===== src/hdl/ecu_pkg.sv =====
package ecu_pkg;

  // Fixed field widths
  localparam int SAMPLE_W = 24;
  localparam int COEF_W   = 32;
  localparam int OUT_W    = 32;
  localparam int IDX_W    = 5;
  localparam int TS_W     = 32;

  // Coefficient table layout
  localparam int NUM_COEF    = 21;
  localparam int SLOT_MIS    = 3;
  localparam int SLOT_ABIAS  = 12;
  localparam int SLOT_GSCALE = 15;
  localparam int SLOT_GBIAS  = 18;

  // Datapath widths: matrix entry, cofactor, accumulator
  localparam int MW = 34;
  localparam int CW = 69;
  localparam int NW = 105;

  typedef enum logic {
    MODE_LOAD   = 1'b0,
    MODE_SAMPLE = 1'b1
  } ecu_mode_e;

  typedef enum logic [3:0] {
    ST_IDLE,
    ST_COF,
    ST_DET,
    ST_NUM,
    ST_DIV,
    ST_GYRO,
    ST_INC,
    ST_OUT0,
    ST_OUT1
  } ecu_state_e;

  typedef enum logic [1:0] {
    DV_IDLE,
    DV_PREP,
    DV_RUN,
    DV_FIN
  } ecu_div_state_e;

  typedef struct packed {
    logic start;
    logic clear;
    logic sub;
  } ecu_mac_cmd_t;

  // Clamp an accumulator value to the signed 32-bit range
  function automatic logic signed [OUT_W-1:0] sat32(input logic signed [NW-1:0] x);
    logic signed [NW-1:0] hi;
    logic signed [NW-1:0] lo;
    hi = NW'(64'sd2147483647);
    lo = -hi - NW'(64'sd1);
    if (x > hi) begin
      return 32'sh7FFFFFFF;
    end else if (x < lo) begin
      return 32'sh80000000;
    end else begin
      return signed'(x[OUT_W-1:0]);
    end
  endfunction

endpackage


===== src/hdl/ecu_div.sv =====
module ecu_div #(
  parameter int NUM_W = 135
) (
  input  logic                            clk_i,
  input  logic                            rst_ni,
  input  logic                            start_i,
  input  logic signed [NUM_W-1:0]         num_i,
  input  logic signed [ecu_pkg::NW-1:0]   den_i,
  output logic                            busy_o,
  output logic signed [ecu_pkg::OUT_W-1:0] quot_o
);
  import ecu_pkg::*;

  localparam int DW    = NUM_W + 1;
  localparam int RW    = NW + 2;
  localparam int CNT_W = $clog2(DW + 1);

  ecu_div_state_e          st_q, st_d;
  logic                    neg_q;
  logic [NUM_W-1:0]        an_q;
  logic [NW-1:0]           ad_q;
  logic [DW-1:0]           num_q;
  logic [NW:0]             den_q;
  logic [RW-1:0]           rem_q, r_sh, r_nx;
  logic [OUT_W-1:0]        q_q;
  logic                    ovf_q, ge;
  logic [CNT_W-1:0]        cnt_q;
  logic signed [OUT_W-1:0] quot_q;
  logic [OUT_W:0]          lim, q33, mag, sgn;

  // Restoring division step and final rounding clamp
  always_comb begin
    r_sh = {rem_q[RW-2:0], num_q[DW-1]};
    ge   = (r_sh >= RW'(den_q));
    r_nx = ge ? r_sh - RW'(den_q) : r_sh;
    lim  = neg_q ? 33'h080000000 : 33'h07FFFFFFF;
    q33  = {1'b0, q_q};
    mag  = (ovf_q || (q33 > lim)) ? lim : q33;
    sgn  = neg_q ? -mag : mag;
  end

  // Sequencer
  always_comb begin
    st_d = st_q;
    case (st_q)
      DV_IDLE: if (start_i) st_d = DV_PREP;
      DV_PREP: st_d = DV_RUN;
      DV_RUN:  if (cnt_q == CNT_W'(1)) st_d = DV_FIN;
      DV_FIN:  st_d = DV_IDLE;
      default: st_d = DV_IDLE;
    endcase
  end

  always_ff @(posedge clk_i or negedge rst_ni) begin
    if (!rst_ni) begin
      st_q <= DV_IDLE;
    end else begin
      st_q <= st_d;
    end
  end

  always_ff @(posedge clk_i) begin
    case (st_q)
      DV_IDLE: begin
        if (start_i) begin
          neg_q <= num_i[NUM_W-1] ^ den_i[NW-1];
          an_q  <= num_i[NUM_W-1] ? NUM_W'(-num_i) : num_i;
          ad_q  <= den_i[NW-1] ? NW'(-den_i) : den_i;
        end
      end
      DV_PREP: begin
        // 2|n| + |d| over 2|d| gives round half away from zero
        num_q <= {an_q, 1'b0} + DW'(ad_q);
        den_q <= {ad_q, 1'b0};
        rem_q <= '0;
        q_q   <= '0;
        ovf_q <= 1'b0;
        cnt_q <= CNT_W'(DW);
      end
      DV_RUN: begin
        rem_q <= r_nx;
        num_q <= num_q << 1;
        ovf_q <= ovf_q | q_q[OUT_W-1];
        q_q   <= {q_q[OUT_W-2:0], ge};
        cnt_q <= cnt_q - CNT_W'(1);
      end
      DV_FIN:  quot_q <= signed'(sgn[OUT_W-1:0]);
      default: ;
    endcase
  end

  assign busy_o = (st_q != DV_IDLE);
  assign quot_o = quot_q;

endmodule


===== config.mk =====
export PLATFORM = sky130hd
export DESIGN_NAME = ecu_div
export DESIGN_NICKNAME = d
export VERILOG_FILES = /design/src/hdl/ecu_pkg.sv /design/src/hdl/ecu_div.sv
export SDC_FILE = /design/constraint.sdc
export NUM_CORES = 2
export LEC_CHECK = 0
export BUFFER_PORTS_ARGS = -buffer_cell sky130_fd_sc_hd__clkbuf_2
export CAP_MARGIN = 10
export CORE_ASPECT_RATIO = 1.75
export CORE_MARGIN = 10
export CORE_UTILIZATION = 35
export CTS_CLUSTER_DIAMETER = 40
export DETAILED_ROUTE_END_ITERATION = 6
export HOLD_SLACK_MARGIN = 0.08
export PLACE_DENSITY = 0.62
export SYNTH_ARGS = -nofsm -noshare
export SYNTH_HDL_FRONTEND = slang
export SYNTH_SLANG_ARGS = --single-unit

===== constraint.sdc =====
create_clock -name clk_i -period 7 [get_ports clk_i]
set_input_delay 1.4 -clock clk_i [delete_from_list [all_inputs] [get_ports clk_i]]
set_output_delay 1.4 -clock clk_i [all_outputs]
set_load 0.02 [all_outputs]

==> flow_summary.json <==
{
  "yosysTopAreaCellShare_pct": 43.91,
  "ys_warn_count": 0,
  "max_cap_viol_count": 0,
  "grt_first_pass_wirelength_um": 229600,
  "cts_tree": "yes",
  "rows": 174,
  "wirelength_um": 153100,
  "grt_max_degree": 176,
  "ys_seq_elements": 663,
  "ys_top_cells_by_area": "edfxtp_1 44%, xnor2_1 7.4%, ha_1 6.9%, nand2_1 4.8%, a21oi_1 4.6%",
  "min_period_ns": 5.316,
  "core_area_sq_mm": 0.1284,
  "status": "finished clean",
  "fill_cells": 12740,
  "grt_pass1_vias": 37830,
  "clk_pin_slew_worst_paths_ns": 0.06,
  "clock_latency_ns": 0.72,
  "synth_commonest_cells": "661 x edfxtp_1, 579 x nand2_1, 411 x a21oi_1",
  "synth_flop_cell": "edfxtp_1",
  "dp_hpwl_um": 119700,
  "num-nets-final": 5415,
  "synth_compound_area_share_pct": 19.35,
  "viasPerCell": 5.656,
  "leakagePower_nw": 18.87,
  "worst_setup_path_end_kind": "flop",
  "synth_top_family_by_area": "compound AO/OA/AOI/OAI gates",
  "holdWs_ns": 0.4610,
  "cts_buffer_depth": 3,
  "grt_use_total_pct": 20.57,
  "place_area_sq_mm": 0.04809,
  "post_cts_buffers": 0,
  "required_ns": 7.47,
  "seq_area_frac_synth_pct": 44.02,
  "skew_ns": 0.04058,
  "synth_top_area_cell": "edfxtp_1",
  "switching_share_pct": 44.57,
  "muxShareOfSynthArea_pct": 0.1938,
  "cts_inserted_buffers": 93,
  "root_buffer": "clkbuf_16",
  "slowest_delay_ns": 0.86,
  "p_sw_mw": 10.98,
  "rsz0062_at_grt": "false",
  "maxSlewViolCount": 0,
  "slew_headroom_pct": 25.89,
  "crit_fanout": 11,
  "syn-mean-instance-area_sq_um": 9.477,
  "cp.arrival_ns": 5.79,
  "vias": 37750,
  "ant_nets": 0,
  "overflow": 0,
  "period_share_pct": 75.94,
  "cts_hold_buffers": 0,
  "netlist_instances": 4770,
  "synth.distinct_cells": 96,
  "synth_fa_ha_area_share_pct": 7.036,
  "die_w_um": 291.7,
  "synth_simple_gate_area_share_pct": 16.77,
  "yosysMostFrequentCell": "edfxtp_1",
  "drc": 0,
  "die_h_um": 495.4,
  "cts_resized": 0,
  "final_area_sq_mm": 0.05127,
  "hold_violations": 0,
  "pwr-share-clk_pct": 19.5,
  "syn_to_final_growth_pct": 13.41,
  "synth_area_sq_mm": 0.04520,
  "antenna_found_initial": 17,
  "gp_congestion": 0.9920,
  "p_per_area_mw_per_mm2": 480.4,
  "synth_edf_count": 661,
  "wl_per_cell_um": 22.94,
  "drive_above_1_share_pct": 11.12,
  "first_iter_violations": 2670,
  "worst-slew-pin-transition_ns": 1.112,
  "path_common_cell": "o21ai_1",
  "path_cells": "ha_1 -> fa_1 -> a211oi_1 -> o21ai_1 -> o31ai_1 -> a311oi_1 -> o21ai_1 -> a311o_1 -> a2111oi_1 -> o2111ai_1 -> a2111oi_0 -> xor2_1 -> mux2_2",
  "p_comb_share_pct": 49.1,
  "portBuffers": 275,
  "intPower_mw": 13.65,
  "ir_drop_mv": 0.6512,
  "cts_sinks": 663,
  "floorplan.initialDensity_pct": 35.19,
  "cp_slowest_cell": "o2111ai_1",
  "hold_path.class": "input port to async pin",
  "p_seq_share_pct": 31.3,
  "async_flop_share_pct": 0.3017,
  "dr.pass1.iters": 7,
  "yosys.area_share.xor_xnor_pct": 8.816,
  "max_freq_mhz": 188.1,
  "syn_nets": 5266,
  "htree_levels": 3,
  "setup_viol": 0,
  "cp-start-kind": "flop",
  "ios": 276,
  "dieArea_sq_mm": 0.1445,
  "critPathKind": "flop to flop",
  "fin_tns_setup_ns": 0
}
## final timing paths
kind | cells past startpoint | start | end | slack, ns
max | 13 | ad_q[1] | num_q[125] | 1.68
min | 1 | rst_ni | st_q[1] | 0.46
max reg2reg | 13 | ad_q[1] | num_q[125] | 1.68
min reg2reg | 0 | ad_q[51] | den_q[52] | 0.46
max in group asynchronous | 1 | rst_ni | st_q[0] | 6.44
min in group clk_i | 0 | ad_q[51] | den_q[52] | 0.46
## area by class of cell
class / count / area [sq um] / share of cell area (%)
timing repair buffer: 307 / 1709 / 3.334
sequential: 663 / 19900 / 38.81
clock buffer: 99 / 2350 / 4.583
antenna: 4 / 10.01 / 0.01952
inverter: 202 / 760.7 / 1.484
multi-input combinational: 3652 / 23630 / 46.10
tap: 1672 / 2092 / 4.081
clock inverter: 75 / 813.3 / 1.586
## power groups by stage
| stage | combinational (mW) | sequential, mW | clock, mW |
|---|---|---|---|
| global placement | 11.9 | 7.74 | 0 |
| CTS | 12.1 | 7.71 | 4.91 |
| detailed placement | 12.0 | 7.77 | 0 |
| finish | 12.1 | 7.72 | 4.81 |
| floorplan | 8.56 | 7.67 | 0 |
| global route | 13.3 | 7.86 | 5.07 |
## layout by cell type (no fill, tap or decap), types with 17 or more instances in the layout
| master | n |
|---|---|
| or2_2 | 32 |
| o31ai_1 | 82 |
| a31oi_1 | 33 |
| and3_1 | 21 |
| xor2_1 | 75 |
| or4_1 | 46 |
| nand4_1 | 127 |
| ha_1 | 248 |
| clkbuf_2 | 273 |
| o21ai_1 | 17 |
| nor2_1 | 260 |
| a21o_1 | 138 |
| buf_4 | 27 |
| xnor2_1 | 380 |
| or3_1 | 80 |
| nor4_1 | 39 |
| a21oi_1 | 411 |
| o21bai_1 | 66 |
| nor2b_1 | 23 |
| nor3_1 | 106 |
| o21a_1 | 41 |
| edfxtp_1 | 661 |
| and2_1 | 40 |
| o21ai_0 | 368 |
| nand2_1 | 579 |
| o41ai_1 | 43 |
| nand2b_1 | 33 |
| inv_1 | 201 |
| a211oi_1 | 50 |
| clkbuf_16 | 93 |
| o211ai_1 | 19 |
| nand3_1 | 78 |
## sequential cells by signal, summed over array words and instances, names as in the netlist
name,flops
q_q,32
neg_q,1
cnt_q,8
num_q,136
den_q,105
st_q,2
quot_o,32
an_q,135
ovf_q,1
rem_q,106
ad_q,105
## cells by family (layout without fill, tap and decap cells)
| group | after synthesis | count (layout) |
|---|---|---|
| mux | 8 | 8 |
| compound gates | 1405 | 1405 |
| xor+xnor | 455 | 455 |
| other cells | 0 | 4 |
| simple gates | 1531 | 1531 |
| buf+inv | 455 | 683 |
| fa+ha+maj | 253 | 253 |
| flops | 663 | 663 |
## worst max-delay path: cells and delay by family, from the launching register on
kind                     cells  cell delay (ns)
AO/OA/AOI/OAI                9             3.42
adder cells (fa/ha/maj)      2             0.69
flip-flops                   1             0.45
multiplexers                 1             0.29
XOR/XNOR                     1             0.20
## stage by stage
stage                     setup slack [ns]  utilization, %  instances  power [mW]
after floorplan                      1.823               -       4770       16.23
after global placement               1.213           37.44       6496       19.66
after detailed placement             1.199           37.44       6496       19.78
final                                1.684           39.91       6674       24.63
after global routing                 1.410           39.91       6672       26.27
after CTS                            1.624           39.91       6670       24.69
## layer usage
metal / track usage, % / up-vias / wire, um
li1: - / 18030 / -
met1: 24.15 / 18210 / 62040
met2: 36.27 / 1178 / 75700
met3: 2.967 / 316 / 7574
met4: 10.28 / 8 / 7746
met5: 0 / - / 46
(Power assumes the default switching activity.)
