`src/hdl/ecu_pkg.sv`:
```
package ecu_pkg;

  // Fixed field widths
  localparam int SAMPLE_W = 24;
  localparam int COEF_W   = 32;
  localparam int OUT_W    = 32;
  localparam int IDX_W    = 5;
  localparam int TS_W     = 32;

  // Coefficient table layout
  localparam int NUM_COEF    = 21;
  localparam int SLOT_MIS    = 3;
  localparam int SLOT_ABIAS  = 12;
  localparam int SLOT_GSCALE = 15;
  localparam int SLOT_GBIAS  = 18;

  // Datapath widths: matrix entry, cofactor, accumulator
  localparam int MW = 34;
  localparam int CW = 69;
  localparam int NW = 105;

  typedef enum logic {
    MODE_LOAD   = 1'b0,
    MODE_SAMPLE = 1'b1
  } ecu_mode_e;

  typedef enum logic [3:0] {
    ST_IDLE,
    ST_COF,
    ST_DET,
    ST_NUM,
    ST_DIV,
    ST_GYRO,
    ST_INC,
    ST_OUT0,
    ST_OUT1
  } ecu_state_e;

  typedef enum logic [1:0] {
    DV_IDLE,
    DV_PREP,
    DV_RUN,
    DV_FIN
  } ecu_div_state_e;

  typedef struct packed {
    logic start;
    logic clear;
    logic sub;
  } ecu_mac_cmd_t;

  // Clamp an accumulator value to the signed 32-bit range
  function automatic logic signed [OUT_W-1:0] sat32(input logic signed [NW-1:0] x);
    logic signed [NW-1:0] hi;
    logic signed [NW-1:0] lo;
    hi = NW'(64'sd2147483647);
    lo = -hi - NW'(64'sd1);
    if (x > hi) begin
      return 32'sh7FFFFFFF;
    end else if (x < lo) begin
      return 32'sh80000000;
    end else begin
      return signed'(x[OUT_W-1:0]);
    end
  endfunction

endpackage

```
`src/hdl/ecu_mac.sv`:
```
module ecu_mac (
  input  logic                           clk_i,
  input  logic                           rst_ni,
  input  ecu_pkg::ecu_mac_cmd_t          cmd_i,
  input  logic signed [ecu_pkg::MW-1:0]  a_i,
  input  logic signed [ecu_pkg::CW-1:0]  b_i,
  output logic                           busy_o,
  output logic signed [ecu_pkg::NW-1:0]  acc_o
);
  import ecu_pkg::*;

  logic                 busy_q, busy_d;
  logic [MW-1:0]        amag_q, amag_d, a_abs;
  logic signed [NW-1:0] bsh_q, bsh_d, acc_q, acc_d, b_ext;
  logic                 neg;

  // Shift-add multiply-accumulate, one multiplier bit per cycle
  always_comb begin
    neg    = a_i[MW-1] ^ cmd_i.sub;
    a_abs  = a_i[MW-1] ? MW'(-a_i) : a_i;
    b_ext  = NW'(b_i);
    busy_d = busy_q;
    amag_d = amag_q;
    bsh_d  = bsh_q;
    acc_d  = acc_q;
    if (cmd_i.start) begin
      amag_d = a_abs;
      bsh_d  = neg ? -b_ext : b_ext;
      if (cmd_i.clear) acc_d = '0;
      busy_d = (a_abs != '0);
    end else if (busy_q) begin
      if (amag_q[0]) acc_d = acc_q + bsh_q;
      bsh_d  = bsh_q << 1;
      amag_d = amag_q >> 1;
      busy_d = (amag_q[MW-1:1] != '0);
    end
  end

  always_ff @(posedge clk_i or negedge rst_ni) begin
    if (!rst_ni) begin
      busy_q <= 1'b0;
    end else begin
      busy_q <= busy_d;
    end
  end

  always_ff @(posedge clk_i) begin
    amag_q <= amag_d;
    bsh_q  <= bsh_d;
    acc_q  <= acc_d;
  end

  assign busy_o = busy_q;
  assign acc_o  = acc_q;

endmodule

```
`config.mk`:
```
export PLATFORM = sky130hd
export DESIGN_NAME = ecu_mac
export DESIGN_NICKNAME = d
export VERILOG_FILES = /design/src/hdl/ecu_pkg.sv /design/src/hdl/ecu_mac.sv
export SDC_FILE = /design/constraint.sdc
export NUM_CORES = 1
export LEC_CHECK = 0
export ABC_AREA = 1
export BUFFER_PORTS_ARGS = -buffer_cell sky130_fd_sc_hd__buf_4
export CELL_PAD_IN_SITES_DETAIL_PLACEMENT = 0
export CELL_PAD_IN_SITES_GLOBAL_PLACEMENT = 2
export CORE_MARGIN = 5
export CORE_UTILIZATION = 36
export DETAILED_ROUTE_END_ITERATION = 8
export PLACE_DENSITY = 0.95
export SYNTH_ARGS = -nofsm -noshare
export SYNTH_HDL_FRONTEND = slang
export SYNTH_SLANG_ARGS = --single-unit
```
`constraint.sdc`:
```
create_clock -name clk_i -period 8.6 [get_ports clk_i]
set_clock_uncertainty 0.15 [all_clocks]
set_input_delay 0 -clock clk_i [delete_from_list [all_inputs] [get_ports clk_i]]
set_output_delay 0 -clock clk_i [all_outputs]
set_load 0.1 [all_outputs]
```
==> results of run 1 <==
==> routing by layer <==
metal | share of wire | vias to the layer above | global-route usage
met4 | 0.026 | 0 | 0.0609
li1 | - | 11300 | -
met2 | 0.45 | 784 | 0.418
met5 | 0 | - | 0
met1 | 0.45 | 10500 | 0.368
met3 | 0.076 | 125 | 0.0408
==> registers in the layout, summed over array words and instances, names as in the netlist <==
register	cells
acc_o	105
bsh_q	105
amag_q	34
busy_o	1
==> per-stage QoR <==
step,area (um2),util,power [mW],std cells
finish,26400,0.448,5.79,4376
global route,26400,0.448,6.09,4376
CTS,26400,0.448,5.76,4375
detailed placement,23800,0.403,4.33,4155
global placement,23800,0.403,4.33,4155
floorplan,21400,-,3.47,3215
==> cell type report <==
cell class,count,area (um2),area share
flip-flops and latches,245,7350,0.278
diodes,1,2.50,0.0000946
well taps,773,967,0.0366
repair buffers,383,3290,0.124
inverters,435,1650,0.0623
clock buffers,33,783,0.0296
multi-input cells,2483,12200,0.460
clock inverters,23,235,0.00890
==> how the worst max path moves through the flow <==
stage	start	end	depth (start not counted)
2_1_floorplan	busy_o	acc_o[0]	2
3_3_place_gp	acc_o[4]	acc_o[71]	13
3_5_place_dp	acc_o[4]	acc_o[71]	13
4_1_cts	a_i[33]	busy_o	20
5_1_grt	a_i[33]	busy_o	20
6_report	a_i[33]	busy_o	20
==> power groups by stage <==
stage,combinational (mW),sequential (mW),clock (mW)
final,2.73,1.71,1.35
after global routing,2.95,1.72,1.42
after CTS,2.68,1.70,1.37
after detailed placement,2.61,1.73,0
after global placement,2.61,1.72,0
after floorplan,1.27,2.19,0
==> worst max-delay path: stages <==
cell	delay, ns
dlygate4sd3_1	0.53
buf_4	0.36
nand2_1	0.10
nand2_1	0.07
dlygate4sd3_1	0.55
nand2_1	0.05
dlygate4sd3_1	0.54
inv_1	0.09
nand2_1	0.07
nor2_1	0.09
nand4_1	0.11
nor2_1	0.12
nand2_1	0.05
dlygate4sd3_1	0.55
nor2_1	0.08
dlygate4sd3_1	0.54
nand2_1	0.04
dlygate4sd3_1	0.55
nand2_1	0.07
nand2_1	0.05
==> kinds of logic after synthesis <==
| group | after synthesis |
|---|---|
| AOI/OAI and AO/OA | 642 |
| xor gates and xnor gates | 67 |
| adders and majority gates | 108 |
| buffers and inverters | 487 |
| DFF | 245 |
| and+or+nand+nor | 1666 |
==> what timing repair did <==
item / in CTS / in global routing
endpoints found under the hold margin: 141 / 0
hold buffers: 164 / 0
setup endpoints to repair: 0 / 0
==> cells in the final DEF, fill, tap and decap left out, types with 6 or more instances in the layout <==
cell type      instances
nand2_4                6
xnor2_1               12
clkinv_2               7
o21ai_0              282
nor4_1                15
o21a_1                13
xor2_1                55
nand4_1               27
nor2_2                 9
nand2_1              888
nor2_1               510
nand2_2               27
edfxtp_1             244
ha_1                 107
clkbuf_16             31
nand3_1              117
buf_4                219
a31oi_1               20
o21bai_1              12
o21ai_1               10
nor3_1                38
inv_1                430
dlygate4sd3_1        164
a21oi_1              286
nand3b_1               7
==> flow_summary_export.csv, run 1 <==
group,metric,value,unit
run_status,status,"finished clean",
detailed_routing,routed_wirelength,86700,um
power,sw_frac_of_total,0.473,
sta,worstMarginPinSlew,1.14,ns
synthesis,ys_top_cells_by_area,"edfxtp_1, nand2_1, nor2_1",
min_path,hp-start,"a_i[10]",
setup_path,critical_path_class,"primary input to register",
placed_design,dp_hpwl,70100,um
clocking,cts_made_buffers,30,
setup_path,cp_max_fo,40,
detailed_routing,vias,22700,
clocking,clkTransAtPathRegs,0.06,ns
global_route,grt_pass1_vias,21700,
clocking,clockRootBuffer,"clkbuf_16",
power,netSwitchingPower,2.74,mW
sta,whs,0.0861,ns
clocking,post_cts_buffers,0,
floorplan,num_io_pins,214,
sta,rsz0062_at_grt,"false",
synthesis,yosysWarnings,0,
global_route,grt_use_total,0.259,
placed_design,port_buffers,213,
detailed_routing,drtAntennaViolNets,0,
synthesis,synth_top_area_frac,0.342,
finish,drive_gt1_frac,0.0938,
floorplan,fp.coreArea,59000,um2
power,p_int,3.05,mW
floorplan,fp.dieH,254,um
synthesis,ys.flop_type,"edfxtp_1",
synthesis,synth-edff-count,244,
clocking,htreeDepth,1,
power,vdd_drop_max,0.169,mV
detailed_routing,routedWlPerCell,19.8,um
clocking,clkLatencyLatePin,0.59,ns
global_route,antenna_found_initial,1,
clocking,cts.repair.resized,0,
detailed_routing,viasPerCell,5.19,
sta,fmax,234,MHz
synthesis,synth.top_cells.by_count,"nand2_1, nor2_1, inv_1, a21oi_1, o21ai_0",
setup_path,critical_path.endpoint_type,"register",
min_path,hold_end,"amag_q[16]",
synthesis,yosysSeqAreaShare,0.343,
sta,max_slew_margin,0.237,
finish,nFillCells,6288,
sta,setup_viol,0,
synthesis,synth_async_sr_flop_share,0.00408,
setup_path,r2r_setup_slack,5.22,ns
detailed_routing,dr.pass1.iters,5,
synthesis,synth_top_area_cell,"edfxtp_1",
setup_path,start_kind,"primary input",
finish,syn_to_final_growth,23.5,%
clocking,clkSinkCount,245,
floorplan,rows,89,
synthesis,synth_compound_area_frac,0.157,
global_route,overflow,0,
synthesis,synth_top_family_by_area,"simple AND/OR/NAND/NOR gates",
global_route,grt_pass1_wl,129000,um
power,seqPwrFrac,0.295,
power,p_clk_frac,0.234,
placed_design,place_ws,5.34,ns
setup_path,reg2reg_to,"acc_o[79]",
min_path,hold_depth,9,
sta,fin_tns_setup,0,ns
sta,hold_violations,0,
synthesis,synth_xor_xnor_area_share,0.0274,
synthesis,synth.most_common_cell,"nand2_1",
setup_path,reg2reg_depth,14,
min_path,hp-class,"primary input to register",
synthesis,synthAdderAreaFrac,0.0634,
power,power.leakage,11.7,nW
synthesis,syn_inst,3215,
setup_path,r2r_start,"bsh_q[9]",
sta,fin_ws,4.32,ns
synthesis,synthMuxAreaShare,0,
power,combinationalPowerShare,0.471,
detailed_routing,drc_errors,0,
setup_path,cp.arrival,4.60,ns
power,powerDensity,219,nW/um2
sta,period_minus_slack,4.28,ns
clocking,cts_tree,"built",
synthesis,synth-seq-cells,245,
floorplan,chipWidth,254,um
floorplan,dieArea,64500,um2
setup_path,cp_data_required_time,8.92,ns
sta,fin_crit_sh,0.497,
synthesis,postSynthAreaPerCell,6.66,um2
detailed_routing,drt_iter0_markers,1982,
global_route,grt_max_degree,117,
clocking,clk_path_buf_depth,3,
synthesis,synth-simple-area-share,0.320,
placed_design,gp_congestion,0.976,
finish,layout.nets,3794,
floorplan,start_util,0.363,
synthesis,synth.net_count,3431,
synthesis,ys_types,51,
synthesis,syn-cell-area,21400,um2
run,cap_violations,0,
sta,slew_viol_final,0,
Note: power is estimated with default switching activity, not from simulation.
==> run 2: changes to the inputs <==
--- a/config.mk
+++ b/config.mk
@@ -10,9 +10,9 @@
 export CELL_PAD_IN_SITES_DETAIL_PLACEMENT = 0
 export CELL_PAD_IN_SITES_GLOBAL_PLACEMENT = 2
 export CORE_MARGIN = 5
-export CORE_UTILIZATION = 36
+export CORE_UTILIZATION = 34
 export DETAILED_ROUTE_END_ITERATION = 8
-export PLACE_DENSITY = 0.95
+export PLACE_DENSITY = 0.94
 export SYNTH_ARGS = -nofsm -noshare
 export SYNTH_HDL_FRONTEND = slang
 export SYNTH_SLANG_ARGS = --single-unit
==> constraint.sdc (replaced) <==
create_clock -name clk_i -period 4.16 [get_ports clk_i]
set_clock_uncertainty 0.15 [all_clocks]
set_input_delay 0 -clock clk_i [delete_from_list [all_inputs] [get_ports clk_i]]
set_output_delay 0 -clock clk_i [all_outputs]
set_load 0.1 [all_outputs]
==> run 2 against run 1 <==
Net effect:
- combinational power increased by 110%
- hold slack worse by 0.015 ns
- sequential cell count is the same
- die area is 5.7% higher
- clock power up 110%
- sequential power rose by 110%
- core utilization is 2.7 points lower
- power is 110% higher
- first-iteration DRC count is 2.9% lower
- register-to-register slack worse by 4.4 ns
==> flow_summary_export.csv, run 2 (same netlist as run 1, synthesis figures left out) <==
group,metric,value,unit
setup_path,r2r_start,"bsh_q[1]",
global_route,grt_pass1_vias,21600,
power,p_total,12.1,mW
finish,drive_gt1_frac,0.0948,
detailed_routing,dr.pass1.iters,5,
placed_design,place_inst,4231,
detailed_routing,drc_errors,0,
clocking,cts.repair.resized,0,
global_route,overflow,0,
global_route,grt_max_degree,144,
placed_design,dp_hpwl,70900,um
sta,whs,0.0708,ns
global_route,grt_pass1_wl,129000,um
placed_design,place_ws,0.926,ns
floorplan,dieArea,68100,um2
sta,fmax,271,MHz
sta,period_minus_slack,3.70,ns
setup_path,cp_slowest_cell,"dlygate4sd3_1",
global_route,antenna_found_initial,2,
sta,fin_ws,0.464,ns
sta,hold_violations,0,
clocking,clk_path_buf_depth,3,
placed_design,gp_congestion,0.983,
setup_path,cp_data_required_time,4.44,ns
placed_design,port_buffers,213,
setup_path,r2r_setup_slack,0.77,ns
clocking,post_cts_buffers,0,
detailed_routing,drt_iter0_markers,1924,
detailed_routing,viasPerCell,5.06,
detailed_routing,drtAntennaViolNets,0,
min_path,hp-start,"cmd_i[1]",
setup_path,startpoint,"a_i[0]",
finish,finish.utilization,0.421,
power,vdd_drop_max,0.262,mV
min_path,hold_depth,4,
clocking,cts_made_buffers,34,
finish,stdcell_count,4435,
floorplan,rows,92,
setup_path,cp_max_fo,5,
finish,layout_commonest_cell,"nand2_1",
floorplan,start_util,0.341,
clocking,htreeDepth,2,
clocking,clkTransAtPathRegs,0.06,ns
clocking,clockRootBuffer,"clkbuf_16",
detailed_routing,vias,22400,
power,powerDensity,456,nW/um2
finish,syn_to_final_growth,23.5,%
sta,fin_tns_setup,0,ns
run_status,status,"finished clean",
setup_path,cp.arrival,3.97,ns
finish,layout.nets,3781,
setup_path,critical_path.endpoint_type,"register",
clocking,cts-hold-fix-buffers,144,
detailed_routing,routed_wirelength,86600,um
clocking,cts_tree,"built",
sta,setup_viol,0,
min_path,hold_end,"acc_o[72]",
min_path,hp-class,"primary input to register",
power,power.leakage,11.7,nW
floorplan,fp.dieH,261,um
finish,fin_area,26400,um2
setup_path,start_kind,"primary input",
detailed_routing,routedWlPerCell,19.5,um
finish,final_cell_mix,"nand2_1, nor2_1, inv_1, a21oi_1, o21ai_0",
placed_design,placed_area,23900,um2
sta,slew_viol_final,0,
setup_path,slowest_delay,0.55,ns
clocking,clkSinkCount,245,
clocking,clkLatencyLatePin,0.56,ns
setup_path,reg2reg_depth,16,
sta,worstMarginPinSlew,0.832,ns
setup_path,reg2reg_to,"acc_o[69]",
floorplan,num_io_pins,214,
sta,fin_crit_sh,0.889,
setup_path,critical_path_class,"primary input to register",
sta,max_slew_margin,0.445,
sta,rsz0062_at_grt,"false",
floorplan,fp.coreArea,62700,um2
floorplan,chipWidth,261,um
setup_path,cpMostUsedCell,"nand2_1",
setup_path,crit_chain,"dlygate4sd3_1 > buf_4 > inv_1 > ha_1 > nand2_1 > nor2_1 > nand3_1 > nand2_1 > nand3b_1 > nand2_1 > nand3_1 > nor2_1 > dlygate4sd3_1 > nand2_1 > nor2_1 > dlygate4sd3_1 > nand2_1 > dlygate4sd3_1 > nand2_1 > nand2_1",
global_route,grt_use_total,0.247,
run,cap_violations,0,
==> run 2: cell types whose count changed in the layout (fill, tap and decap cells not counted), sizes merged <==
cell         delta
diode           +1
dlygate4sd3    -20
buf             +3
bufinv          -2
clkinv          -5
inv             +2
clkbuf          +7
==> run 2: worst max-delay path by stage <==
stage / to / depth (start not counted) / slack (ns)
finish: busy_o / 20 / 0.46
global route: busy_o / 20 / 0.18
CTS: busy_o / 20 / 0.49
detailed placement: acc_o[100] / 14 / 0.93
global placement: acc_o[75] / 15 / 0.93
floorplan: acc_o[0] / 2 / 0.22
==> run 2: routing by layer <==
metal / share of wire / track usage / vias up
li1: - / - / 11200
met1: 0.45 / 0.346 / 10300
met2: 0.45 / 0.402 / 742
met3: 0.071 / 0.0420 / 110
met4: 0.025 / 0.0601 / 0
met5: 0 / 0 / -
==> run 2: worst max-delay path: cells and delay by family <==
| family | cells | cell delay (ns) |
|---|---|---|
| buf+inv | 6 | 2.45 |
| fa+ha+maj | 1 | 0.24 |
| simple gates | 13 | 1.31 |
==> run 2: cell type report <==
| cell class | instances | area (um2) |
|---|---|---|
| fillers | 6737 | 36300 |
| multi-input cells | 2483 | 12200 |
| flip-flops and latches | 245 | 7350 |
| repair buffers | 366 | 3150 |
| inverters | 435 | 1650 |
| well taps | 846 | 1060 |
| clock buffers | 40 | 895 |
| clock inverters | 18 | 168 |
| diodes | 2 | 5.00 |
==> run 2: power by group <==
part | internal (mW) | switching [mW]
registers | 3.22 | 0.308
clock network | 1.67 | 1.22
logic | 1.47 | 4.17
total | 6.36 | 5.70
==> run 3: changes to the inputs <==
--- a/config.mk
+++ b/config.mk
@@ -13,6 +13,7 @@
 export CORE_UTILIZATION = 34
 export DETAILED_ROUTE_END_ITERATION = 8
 export PLACE_DENSITY = 0.94
+export RECOVER_POWER = 25
 export SYNTH_ARGS = -nofsm -noshare
 export SYNTH_HDL_FRONTEND = slang
 export SYNTH_SLANG_ARGS = --single-unit
==> run 3 against run 2 <==
Net effect:
- the run now ends with capacitance limit, slew limit left
- power fell by 1.1%
- non-clock buffer count did not move
- worst setup slack got worse by 0.024 ns
- die area stayed put
- sequential power is essentially flat
- register-to-register slack lost 0.02 ns
- critical path depth unchanged
- routed wire length barely moved
- via count increased by 0.17%
- hold slack better by 0.0029 ns
- sequential share of layout area up 0.44 points
- critical path type unchanged
- critical endpoint unchanged
- largest cell class unchanged
==> flow_summary_export.csv, run 3 (same netlist as run 1, synthesis figures left out) <==
group,metric,value,unit
global_route,grt_pass1_wl,129000,um
min_path,hold_depth,4,
sta,rsz0062_at_grt,"false",
floorplan,fp.dieH,261,um
power,power.leakage,11.3,nW
clocking,cts_tree,"built",
min_path,hp-start,"cmd_i[1]",
setup_path,critical_path_class,"primary input to register",
global_route,grt_max_degree,144,
finish,drive_gt1_frac,0.0644,
finish,final_cell_mix,"nand2_1, nor2_1, inv_1, a21oi_1, o21ai_0",
finish,layout_commonest_cell,"nand2_1",
setup_path,cpMostUsedCell,"nand2_1",
placed_design,port_buffers,213,
clocking,cts.repair.resized,0,
finish,syn_to_final_growth,21.6,%
detailed_routing,dr.pass1.iters,6,
power,p_clk_frac,0.243,
detailed_routing,drt_iter0_markers,2001,
clocking,htreeDepth,2,
setup_path,cp_slowest_cell,"dlygate4sd3_1",
setup_path,r2r_start,"bsh_q[1]",
clocking,clockRootBuffer,"clkbuf_16",
setup_path,crit_chain,"dlygate4sd3_1 > clkbuf_4 > inv_1 > ha_1 > nand2_1 > nor2_1 > nand3_1 > nand2_1 > nand3b_1 > nand2_1 > nand3_1 > nor2_1 > dlygate4sd3_1 > nand2_1 > nor2_1 > dlygate4sd3_1 > nand2_1 > dlygate4sd3_1 > nand2_1 > nand2_1",
finish,layout.nets,3781,
power,powerDensity,458,nW/um2
floorplan,num_io_pins,214,
sta,max_slew_margin,-0.866,
clocking,clkSinkCount,245,
floorplan,start_util,0.341,
detailed_routing,drc_errors,0,
setup_path,cp_data_required_time,4.44,ns
run_status,status,"complete, but fails checks",
sta,whs,0.0737,ns
clocking,clkTransAtPathRegs,0.06,ns
setup_path,cp.arrival,4.00,ns
floorplan,dieArea,68100,um2
power,combinationalPowerShare,0.462,
setup_path,critical_path.endpoint_type,"register",
detailed_routing,drtAntennaViolNets,0,
placed_design,gp_congestion,0.983,
clocking,clkLatencyLatePin,0.56,ns
power,seqPwrFrac,0.295,
run_status,violations,"capacitance limit, slew limit",
sta,fmax,269,MHz
detailed_routing,vias,22500,
sta,hold_violations,0,
setup_path,slowest_delay,0.55,ns
sta,worstMarginPinSlew,2.80,ns
setup_path,r2r_setup_slack,0.75,ns
global_route,grt_pass1_vias,21600,
floorplan,rows,92,
power,netSwitchingPower,5.70,mW
sta,fin_crit_sh,0.894,
setup_path,reg2reg_depth,16,
power,vdd_drop_max,0.262,mV
finish,nFillCells,6834,
global_route,antenna_found_initial,2,
sta,slew_viol_final,108,
setup_path,cp_max_fo,5,
clocking,clk_path_buf_depth,3,
placed_design,dp_hpwl,70900,um
power,sw_frac_of_total,0.478,
sta,setup_viol,0,
min_path,hold_end,"acc_o[72]",
sta,period_minus_slack,3.72,ns
detailed_routing,viasPerCell,5.07,
run,cap_violations,3,
detailed_routing,routed_wirelength,86700,um
floorplan,fp.coreArea,62700,um2
setup_path,reg2reg_to,"acc_o[69]",
detailed_routing,routedWlPerCell,19.5,um
clocking,cts_made_buffers,34,
sta,fin_tns_setup,0,ns
global_route,overflow,0,
floorplan,chipWidth,261,um
setup_path,start_kind,"primary input",
power,p_int,6.23,mW
min_path,hp-class,"primary input to register",
global_route,grt_use_total,0.247,
==> run 3: worst max path at each step <==
stage | from | endpoint | slack [ns] | cells after the start
3_3_place_gp | bsh_q[6] | acc_o[75] | 0.93 | 15
2_1_floorplan | busy_o | acc_o[0] | 0.22 | 2
4_1_cts | a_i[0] | busy_o | 0.49 | 20
6_report | a_i[0] | busy_o | 0.44 | 20
5_1_grt | a_i[0] | busy_o | 0.16 | 20
3_5_place_dp | acc_o[35] | acc_o[100] | 0.93 | 14
==> run 3: what timing repair did <==
item | 4_1_cts | 5_1_grt
hold buffers | 144 | 0
hold endpoints to repair | 127 | 0
setup buffers | 0 | 0
==> run 3: metrics by stage <==
stage | setup WS (ns) | instance area, um2 | instances | utilization | power [mW]
finish | 0.439 | 26000 | 4435 | 0.415 | 11.9
global route | 0.157 | 26000 | 4435 | 0.415 | 12.6
CTS | 0.495 | 26400 | 4433 | 0.421 | 12.0
detailed placement | 0.926 | 23900 | 4231 | 0.381 | 8.99
global placement | 0.927 | 23900 | 4231 | 0.381 | 8.99
floorplan | 0.225 | 21400 | 3215 | - | 7.16
==> run 3: cell type report <==
type | instances | area [um2] | share of cell area
multi-input cells | 2483 | 12200 | 0.467
flip-flops and latches | 245 | 7350 | 0.282
repair buffers | 366 | 2740 | 0.105
inverters | 435 | 1650 | 0.0633
well taps | 846 | 1060 | 0.0407
clock buffers | 40 | 895 | 0.0344
clock inverters | 18 | 168 | 0.00644
diodes | 2 | 5.00 | 0.000192
==> run 3: power groups by stage <==
stage          Clock, mW  Combinational [mW]  Sequential, mW
6_report            2.90                5.51            3.52
5_1_grt             3.05                5.96            3.55
3_3_place_gp           0                5.42            3.56
3_5_place_dp           0                5.42            3.56
2_1_floorplan          0                2.63            4.54
4_1_cts             2.95                5.57            3.52
==> run 3: metal layers <==
metal | GRT usage | vias up | share of wire
li1 | - | 11300 | -
met1 | 0.346 | 10400 | 0.45
met2 | 0.402 | 747 | 0.45
met3 | 0.0420 | 110 | 0.070
met4 | 0.0601 | 0 | 0.025
met5 | 0 | - | 0
==> run 3: worst max-delay path: cells and delay by family <==
kind	cells	cell delay (ns)
buf+inv	6	2.44
simple gates	13	1.33
fa+ha+maj	1	0.24
